<file path="src/rtl/hft_pkg.sv">
package hft_pkg;

  localparam int VALUE_BITS = 26;
  localparam int GAIN_BITS = 17;
  localparam int DIGIT_BITS = 8;
  localparam int CFG_INDEX_BITS = 1;

  localparam int VALUE_MAX = (1 << (VALUE_BITS - 1)) - 1;
  localparam int VALUE_MIN = -(1 << (VALUE_BITS - 1));

  localparam int SAMPLE_BITS_DEFAULT = 16;
  localparam int COEF_FRAC_BITS_DEFAULT = 16;
  localparam int VALUE_FRAC_BITS_DEFAULT = 8;

  localparam logic [GAIN_BITS-1:0] LEVEL_GAIN_RESET = 17'd21787;
  localparam logic [GAIN_BITS-1:0] TREND_GAIN_RESET = 17'd65460;

  localparam logic [CFG_INDEX_BITS-1:0] REG_LEVEL_GAIN = 1'd0;
  localparam logic [CFG_INDEX_BITS-1:0] REG_TREND_GAIN = 1'd1;

  typedef enum logic [2:0] {
    ST_IDLE,
    ST_LMUL,
    ST_TLOAD,
    ST_TMUL,
    ST_FC
  } hft_state_t;

endpackage

</file>
<file path="src/rtl/hft_digit_mul.sv">
module hft_digit_mul import hft_pkg::*; #(
  parameter int MCAND_BITS = VALUE_BITS + 2,
  parameter int MPLIER_BITS = 3 * DIGIT_BITS,
  localparam int PROD_BITS = MCAND_BITS + MPLIER_BITS + 1
) (
  input  logic                        clk,
  input  logic                        rst,
  input  logic                        start,
  input  logic signed [MCAND_BITS-1:0] mcand,
  input  logic [MPLIER_BITS-1:0]      mplier,
  output logic                        done,
  output logic signed [PROD_BITS-1:0] product
);

  localparam int NDIG = MPLIER_BITS / DIGIT_BITS;
  localparam int CNT_BITS = (NDIG > 1) ? $clog2(NDIG) : 1;

  logic signed [MCAND_BITS-1:0]          mc;
  logic [MPLIER_BITS-1:0]                mreg;
  logic signed [PROD_BITS-1:0]           acc;
  logic [CNT_BITS-1:0]                   cnt;
  logic                                  running;
  logic signed [MCAND_BITS+DIGIT_BITS:0] term;

  // The multiplier is consumed one digit per cycle, most significant digit first.
  assign term = mc * $signed({1'b0, mreg[MPLIER_BITS-1 -: DIGIT_BITS]});
  assign product = acc;

  always_ff @(posedge clk) begin
    if (rst) begin
      running <= 1'b0;
      done <= 1'b0;
      cnt <= '0;
    end else begin
      done <= 1'b0;
      if (start) begin
        running <= 1'b1;
        cnt <= '0;
      end else if (running) begin
        cnt <= cnt + 1'b1;
        if (cnt == CNT_BITS'(NDIG - 1)) begin
          running <= 1'b0;
          done <= 1'b1;
        end
      end
    end
  end

  always_ff @(posedge clk) begin
    if (start) begin
      mc <= mcand;
      mreg <= mplier;
      acc <= '0;
    end else if (running) begin
      acc <= (acc <<< DIGIT_BITS) + PROD_BITS'(term);
      mreg <= mreg << DIGIT_BITS;
    end
  end

endmodule

</file>
<file path="config.mk">
export PLATFORM = sky130hd
export DESIGN_NAME = hft_digit_mul
export DESIGN_NICKNAME = d
export VERILOG_FILES = /design/src/rtl/hft_pkg.sv /design/src/rtl/hft_digit_mul.sv
export SDC_FILE = /design/constraint.sdc
export NUM_CORES = 1
export LEC_CHECK = 0
export ABC_CLOCK_PERIOD_IN_PS = 12300
export BUFFER_PORTS_ARGS = -buffer_cell sky130_fd_sc_hd__buf_2
export CAP_MARGIN = 25
export CORE_MARGIN = 1
export CORE_UTILIZATION = 68
export DETAILED_ROUTE_END_ITERATION = 10
export PLACE_DENSITY_LB_ADDON = 0.15
export SLEW_MARGIN = 40
export SYNTH_ARGS = -nofsm -noshare
export SYNTH_HDL_FRONTEND = slang
export SYNTH_SLANG_ARGS = --single-unit
</file>
<file path="constraint.sdc">
create_clock -name clk -period 12.3 [get_ports clk]
set_clock_uncertainty 0.05 [all_clocks]
set_input_delay 3.075 -clock clk [delete_from_list [all_inputs] [get_ports clk]]
set_output_delay 3.075 -clock clk [all_outputs]
set_load 0.05 [all_outputs]
</file>
==> impl_metrics.tcl, run 1 <==
set metrics [dict create \
    wl_per_cell_um 17.9 \
    netlist_area_mm2 0.0136 \
    drive_above_1_share 0.116 \
    cts_tree "built" \
    netlist_instances 1421 \
    insertedDiodeCount 0 \
    final_common_cell "inv_1" \
    synth_compound_area_frac 0.0917 \
    crit_family "adder cells" \
    drt-total-wl_um 31700 \
    num_rows 51 \
    crit_fanout 28 \
    path_cells "buf_4 -> nand2_1 -> fa_1 -> inv_1 -> fa_1 -> fa_1 -> inv_1 -> fa_1 -> inv_1 -> fa_1 -> ha_1 -> nand2_1 -> nor2_1 -> a211oi_1 -> o211ai_1 -> a21oi_1 -> nand3_1 -> a41oi_1 -> xor2_1 -> o21ai_1" \
    nNetsFinal 1868 \
    die-area_mm2 0.0206 \
    avgSynthCellArea_um2 9.60 \
    cap_violations 0 \
    avgViaCountPerCell 5.68 \
    post_cts_buffers 0 \
    pin_count 109 \
    synthMuxAreaShare 0.0301 \
    end_kind "flip-flop" \
    fin_crit_sh 0.549 \
    ys.flop_type "dfxtp_1" \
    ys_warn_count 0 \
    fin_util 0.747 \
    grt_pass1_vias 10408 \
    drtIter0Drc 529 \
    gp_congestion 0.940 \
    synth_xor_area_frac 0.0276 \
    grt_max_degree 60 \
    slew_violations 0 \
    rsz0062_at_grt "false" \
    run_status "finished clean" \
    grt_pass1_wl_um 52400 \
    fin_crit_ns 6.75 \
    synth_edf_count 52 \
    ys_seq_area_frac 0.198 \
    ys_ff_latch 109 \
    vias 10031 \
    cp-start-kind "flip-flop" \
    clk_path_buf_depth 2 \
    clock_latency_ns 0.37 \
    clock-root-buffer "clkbuf_16" \
    port_buffers 108 \
    ant_nets 0 \
    synthArstFlopShare 0 \
    worstHoldPathType "reg -> reg" \
    crit_top_cell "fa_1" \
    hold_viol_final 0 \
    die_x_um 144 \
    firstDrtPassIters 5 \
    cts_hold_buf 0 \
    netlist-cell-type-count 73 \
    htreeDepth 3 \
    synth_top_family_by_area "adder cells" \
    die-height_um 144 \
    fill_cells 1456 \
    cp.buffers_inverters 4 \
    synth_fa_ha_area_frac 0.411 \
    area_growth_pct 7.18 \
    yosys-top-cells-area "fa_1 (32%), edfxtp_1 (11%), ha_1 (8.7%)" \
    critical_path.slowest_cell "fa_1" \
    cts_resized 0 \
    syn-num-nets 1792 \
    slowest_delay_ns 0.78 \
    synth_top_area_cell "fa_1" \
    worstPathArrival_ns 6.95 \
    numCtsBuffers 9 \
    core_mm2 0.0196 \
    synth_top_area_frac 0.324 \
    dp_hpwl_um 25500 \
    final_cell_mix "inv_1 (274), fa_1 (221), nand2_1 (177)" \
    grt_antenna_before_repair 0 \
    initial_utilization 0.696 \
    timing.setup.tns_ns 0 \
    grt_use_total 0.337 \
    max_slew.worst_pin.slew_ns 0.771 \
    slew_headroom 0.486 \
    clkSlewWorstSetupHoldPaths_ns 0.09 \
    overflow 0 \
    drc 0 \
    clkSinkCount 109 \
    critPathRequiredTime_ns 12.50 \
    fmax_ghz 0.148 \
    setup_violations 0 \
    yosys.area_share.simple 0.141 \
    path_class "reg -> reg" \
]
==> routing by layer <==
| layer | vias up | wire length (µm) | track usage |
|---|---|---|---|
| met3 | 59 | 2340 | 0.0580 |
| li1 | 4633 | - | - |
| met4 | 0 | 956 | 0.116 |
| met1 | 4950 | 13400 | 0.451 |
| met5 | - | 0 | 0 |
| met2 | 389 | 15100 | 0.555 |
==> tightest hold or removal path: stages, from the launching register on <==
cell	delay, ns
dfxtp_1	0.32
nand2_1	0.05
o21ai_1	0.05
==> registers in the layout (all words and copies together) (netlist names) <==
signal,flops
done,1
cnt,2
running,1
mreg,24
mc,28
product,53
==> cell usage after synthesis, types with 8 or more instances <==
master    number
nor3_1         8
a21oi_1       52
inv_1        276
nand2_1      177
dfxtp_1       57
nor2_1        52
edfxtp_1      52
nand4_1       14
mux2_2        16
clkbuf_1      39
o211ai_1       8
a21o_1        28
ha_1          95
xnor2_1       25
fa_1         221
xor2_1        18
o21ai_0       16
o21ai_1       12
and2_1       111
mux2i_1       23
clkbuf_8       8
nand3_1       14
==> logic make-up after synthesis <==
group,Yosys count
and+or+nand+nor,399
buffers and inverters,332
adders and majority gates,316
AOI/OAI and AO/OA,183
DFF,109
xor gates and xnor gates,43
muxes,39
==> through the flow <==
| stage | worst slack (ns) | instance area, µm² | instances | hold WS, ns |
|---|---|---|---|---|
| after global routing | 5.16 | 14600 | 1767 | 0.431 |
| after CTS | 5.56 | 14600 | 1767 | 0.408 |
| final | 5.55 | 14600 | 1767 | 0.406 |
| after global placement | 5.64 | 14300 | 1747 | 0.387 |
| after floorplan | 6.05 | 13600 | 1421 | 0.410 |
| after detailed placement | 5.58 | 14300 | 1751 | 0.393 |
==> final cells by class <==
class / count / area [µm²] / area share
clock buffer: 9 / 225 / 0.0154
clock inverter: 7 / 96.3 / 0.00659
inverter: 276 / 1040 / 0.0708
multi-input combinational: 980 / 9580 / 0.655
sequential: 109 / 2700 / 0.185
tap: 265 / 332 / 0.0227
timing repair buffer: 121 / 656 / 0.0448
==> final timing paths <==
check | startpoint | endpoint | slack [ns] | cells past startpoint
hold / removal | product[48]$_SDFFE_PP0P_ | product[48]$_SDFFE_PP0P_ | 0.41 | 2
setup / recovery | mreg[16]$_DFFE_PP_ | product[49]$_SDFFE_PP0P_ | 5.55 | 20
setup reg to reg | mreg[16]$_DFFE_PP_ | product[49]$_SDFFE_PP0P_ | 5.55 | 20
hold reg to reg | product[48]$_SDFFE_PP0P_ | product[48]$_SDFFE_PP0P_ | 0.41 | 2
Power of run 1 is left out: the tool's default activity adds up to more than one toggle a clock period on the data nets, which glitch-free logic cannot reach.
==> run 2: changes to the inputs <==
--- a/config.mk
+++ b/config.mk
@@ -5,11 +5,11 @@
 export SDC_FILE = /design/constraint.sdc
 export NUM_CORES = 1
 export LEC_CHECK = 0
-export ABC_CLOCK_PERIOD_IN_PS = 12300
+export ABC_CLOCK_PERIOD_IN_PS = 6300
 export BUFFER_PORTS_ARGS = -buffer_cell sky130_fd_sc_hd__buf_2
 export CAP_MARGIN = 25
 export CORE_MARGIN = 1
-export CORE_UTILIZATION = 68
+export CORE_UTILIZATION = 63
 export DETAILED_ROUTE_END_ITERATION = 10
 export PLACE_DENSITY_LB_ADDON = 0.15
 export SLEW_MARGIN = 40
==> constraint.sdc (replaced) <==
create_clock -name clk -period 6.3 [get_ports clk]
set_clock_uncertainty 0.05 [all_clocks]
set_input_delay 1.575 -clock clk [delete_from_list [all_inputs] [get_ports clk]]
set_output_delay 1.575 -clock clk [all_outputs]
set_load 0.05 [all_outputs]
==> run 2 against run 1 <==
Effect of this change: utilization is 4.5 points lower; sequential share of layout area is 0.27 points lower; critical path depth is 1 higher; final area is 1.5% higher; critical path type unchanged; largest cell class unchanged.
==> impl_metrics.tcl, run 2 (synthesized netlist as in run 1, its figures left out) <==
set metrics [dict create \
    run_status "finished clean" \
    overflow 0 \
    cap_violations 0 \
    ant_nets 0 \
    timing.setup.tns_ns 0 \
    clk_path_buf_depth 2 \
    pin_count 109 \
    firstDrtPassIters 5 \
    die_x_um 149 \
    gp_congestion 0.941 \
    reg2reg_depth 21 \
    num_rows 53 \
    avgViaCountPerCell 5.63 \
    end_kind "flip-flop" \
    slew_headroom 0.539 \
    cts_tree "built" \
    wl_per_cell_um 17.5 \
    die-area_mm2 0.0223 \
    fin_crit_ns 6.12 \
    die-height_um 149 \
    fmax_ghz 0.163 \
    drive_above_1_share 0.126 \
    setup_slack_ns 0.179 \
    hold_viol_final 0 \
    htreeDepth 3 \
    drtIter0Drc 550 \
    vias 10114 \
    grt_max_degree 56 \
    grt_use_total 0.302 \
    critPathRequiredTime_ns 6.50 \
    final_common_cell "inv_1" \
    grt_pass1_vias 10357 \
    worstPathArrival_ns 6.32 \
    clock-root-buffer "clkbuf_16" \
    clock_latency_ns 0.38 \
    worstHoldPathType "reg -> reg" \
    fin_hold_ws_ns 0.416 \
    pre_cts_ws_ns 0.137 \
    largest_reg_flops 53 \
    crit_fanout 28 \
    numCtsBuffers 9 \
    fin_crit_sh 0.972 \
    area_growth_pct 8.75 \
    cp-start-kind "flip-flop" \
    drc 0 \
    grt_pass1_wl_um 51800 \
    final_cell_mix "inv_1 (276), fa_1 (221), nand2_1 (177)" \
    port_buffers 108 \
    clkSlewWorstSetupHoldPaths_ns 0.10 \
    max_slew.worst_pin.slew_ns 0.692 \
    fin_util 0.701 \
    nNetsFinal 1885 \
    slew_violations 0 \
    path_class "reg -> reg" \
    dp_hpwl_um 25100 \
    setup_violations 0 \
    core_mm2 0.0212 \
    drt-total-wl_um 31400 \
    initial_utilization 0.645 \
    whs_path_depth 2 \
    clkSinkCount 109 \
    grt_antenna_before_repair 1 \
]
==> run 2: stage by stage <==
| stage | cells | instance area, µm² |
|---|---|---|
| after global routing | 1794 | 14800 |
| after global placement | 1773 | 14400 |
| final | 1795 | 14800 |
| after floorplan | 1421 | 13600 |
| after CTS | 1789 | 14800 |
| after detailed placement | 1773 | 14400 |
==> run 2: area by class of cell <==
type                       count  area [µm²]
sequential                   109        2700
tap                          275         344
clock inverter                 7         101
multi-input combinational    980        9580
inverter                     276        1040
timing repair buffer         138         843
antenna                        1        2.50
fill                        1669        6320
clock buffer                   9         225
==> run 2: routing by layer <==
metal | vias up | global-route usage | share of wire
met2 | 327 | 0.494 | 0.48
met1 | 5076 | 0.420 | 0.44
li1 | 4660 | - | -
met3 | 51 | 0.0370 | 0.056
met4 | 0 | 0.0934 | 0.025
met5 | - | 0 | 0
==> run 2: final timing paths <==
kind,from,endpoint,slack [ns]
worst min-delay path,product[48]$_SDFFE_PP0P_,product[48]$_SDFFE_PP0P_,0.42
worst min register to register,product[48]$_SDFFE_PP0P_,product[48]$_SDFFE_PP0P_,0.42
worst max register to register,mreg[16]$_DFFE_PP_,product[27]$_SDFFE_PP0P_,0.18
worst max-delay path,mreg[16]$_DFFE_PP_,product[27]$_SDFFE_PP0P_,0.18
==> run 2: repair_timing <==
item	CTS	global route
setup buffers	0	5
hold buffers	0	0
resized for setup	0	1
endpoints found under the setup margin	0	17
==> run 2: critical path, cell delays in order (launching register included) <==
cell and delay, ns:
edfxtp_1 0.39, buf_12 0.19, nand2_1 0.10, fa_1 0.55, inv_1 0.05, fa_1 0.50
fa_1 0.50, fa_1 0.52, inv_1 0.06, fa_1 0.47, inv_1 0.05, ha_1 0.35
a21o_2 0.24, a21o_1 0.19, o211ai_1 0.20, o211ai_1 0.31, buf_4 0.24, o31ai_2 0.24
buf_4 0.18, o21ai_0 0.09, xnor2_1 0.38, o22ai_1 0.12
Power of run 2 is left out for the same reason.
==> run 3: changes to the inputs <==
--- a/config.mk
+++ b/config.mk
@@ -5,6 +5,7 @@
 export SDC_FILE = /design/constraint.sdc
 export NUM_CORES = 1
 export LEC_CHECK = 0
+export ABC_AREA = 1
 export ABC_CLOCK_PERIOD_IN_PS = 6300
 export BUFFER_PORTS_ARGS = -buffer_cell sky130_fd_sc_hd__buf_2
 export CAP_MARGIN = 25
==> run 3 against run 2 <==
Effect of this change: setup slack better by 0.16 ns; critical endpoint is now product[40]$_SDFFE_PP0P_; via count up 27%; critical path type unchanged; global-route usage up 4.4 points; die area rose by 13%; final cell count increased by 41%; critical path depth down 3; non-clock buffer count shrank 8.
==> impl_metrics.tcl, run 3 <==
set metrics [dict create \
    ant_nets 0 \
    initial_utilization 0.650 \
    grt_max_degree 83 \
    avgSynthCellArea_um2 7.19 \
    fin_cells 2535 \
    yosysMostFrequentCell "nand2_1" \
    clk_path_buf_depth 2 \
    fill_cells 2081 \
    core_mm2 0.0237 \
    numCtsBuffers 9 \
    post_cts_buffers 0 \
    pin_count 109 \
    slowest_delay_ns 0.70 \
    fmax_ghz 0.168 \
    setup_slack_ns 0.344 \
    insertedDiodeCount 0 \
    avgViaCountPerCell 5.05 \
    drive_above_1_share 0.0952 \
    wl_per_cell_um 15.7 \
    die-area_mm2 0.0251 \
    max_slew.worst_pin.slew_ns 0.779 \
    crit_top_cell "fa_1" \
    worstPathArrival_ns 6.16 \
    final_cell_mix "nand2_1 (675), inv_1 (602), fa_1 (221)" \
    timing.setup.tns_ns 0 \
    rsz0062_at_grt "false" \
    synthArstFlopShare 0 \
    fin_crit_sh 0.945 \
    fin_crit_ns 5.96 \
    cts_resized 0 \
    die_x_um 158 \
    ys_seq_area_frac 0.176 \
    vias 12805 \
    syn-num-nets 2510 \
    clkSinkCount 109 \
    drtIter0Drc 953 \
    final_common_cell "nand2_1" \
    htreeDepth 3 \
    worstHoldPathType "reg -> reg" \
    port_buffers 108 \
    largest_reg_flops 53 \
    ys_warn_count 0 \
    num_rows 56 \
    synth_top_area_frac 0.288 \
    crit_fanout 11 \
    cap_violations 0 \
    run_status "finished clean" \
    pre_cts_ws_ns 0.457 \
    synth_top_area_cell "fa_1" \
    die-height_um 158 \
    dp_hpwl_um 33300 \
    critical_path.slowest_cell "edfxtp_1" \
    gp_congestion 0.932 \
    area_growth_pct 7.69 \
    hold_viol_final 0 \
    netlist_instances 2139 \
    grt_use_total 0.345 \
    cts_hold_buf 0 \
    place_inst 2518 \
    end_kind "flip-flop" \
    setup_violations 0 \
    netlist_area_mm2 0.0154 \
    fin_util 0.700 \
    ys_ff_latch 109 \
    nNetsFinal 2582 \
    overflow 0 \
    grt_pass1_vias 13046 \
    cp-start-kind "flip-flop" \
    synth_commonest_cells "nand2_1 (675), inv_1 (602), fa_1 (221)" \
    firstDrtPassIters 6 \
    grt_antenna_before_repair 0 \
    netlist-cell-type-count 44 \
    yosys-top-cells-area "fa_1 (29%), nand2_1 (16%), inv_1 (15%)" \
    grt_pass1_wl_um 66100 \
    drc 0 \
    clock_latency_ns 0.38 \
    slew_violations 0 \
    synth_edf_count 52 \
    cts_tree "built" \
    path_class "reg -> reg" \
    clock-root-buffer "clkbuf_16" \
    ys.flop_type "dfxtp_1" \
    drt-total-wl_um 39700 \
    critPathRequiredTime_ns 6.51 \
    clkSlewWorstSetupHoldPaths_ns 0.11 \
    path_cells "nand2_1 -> fa_1 -> inv_1 -> fa_1 -> fa_1 -> inv_1 -> fa_1 -> inv_1 -> fa_1 -> ha_1 -> nand2_1 -> inv_1 -> a21oi_1 -> nand2_1 -> a21oi_1 -> a21oi_1 -> nor2_1 -> nor2_1" \
    slew_headroom 0.481 \
]
## run 3: area by class of cell
type	instances	area [µm²]	share of cell area
multi-input cells	1353	10100	0.610
flip-flops and latches	109	2700	0.163
inverters	608	2280	0.138
repair buffers	130	753	0.0455
well taps	319	399	0.0241
clock buffers	9	225	0.0136
clock inverters	7	93.8	0.00566
## run 3: metal layers
layer  vias up  global-route usage  part of all wire
li1       6285                   -                 -
met1      6051               0.478              0.45
met2       411               0.572              0.47
met3        58              0.0457             0.062
met4         0              0.0916             0.022
met5         -                   0                 0
## run 3: metrics by stage
step | hold WS (ns) | area (µm²)
final | 0.431 | 16600
after global routing | 0.467 | 16600
after CTS | 0.433 | 16600
after detailed placement | 0.413 | 16200
after global placement | 0.422 | 16200
after floorplan | 0.410 | 15400
## run 3: worst max-delay path: cells and delay by family (launching register included)
kind            cells  cell delay, ns
fa+ha+maj           6            3.19
simple gates        5            0.75
compound gates      3            0.73
flops               1            0.70
buf+inv             4            0.39
## run 3: final timing paths
kind                                          startpoint                        to  slack, ns  cells past startpoint
worst max-delay path                  mreg[18]$_DFFE_PP_  product[40]$_SDFFE_PP0P_       0.34                     18
worst min-delay path            product[52]$_SDFFE_PP0P_  product[52]$_SDFFE_PP0P_       0.43                      2
worst max register to register        mreg[18]$_DFFE_PP_  product[40]$_SDFFE_PP0P_       0.34                     18
worst min register to register  product[52]$_SDFFE_PP0P_  product[52]$_SDFFE_PP0P_       0.43                      2
## run 3: kinds of logic (layout without fill, tap and decap cells)
group | after synthesis | after routing | synth area share
flip-flops | 109 | 109 | 0.176
AND/OR/NAND/NOR | 922 | 922 | 0.245
XOR/XNOR | 22 | 22 | 0.0125
AO/OA/AOI/OAI | 93 | 93 | 0.0346
buffers and inverters | 677 | 754 | 0.167
adder cells (fa/ha/maj) | 316 | 316 | 0.365
Power of run 3 is left out for the same reason.
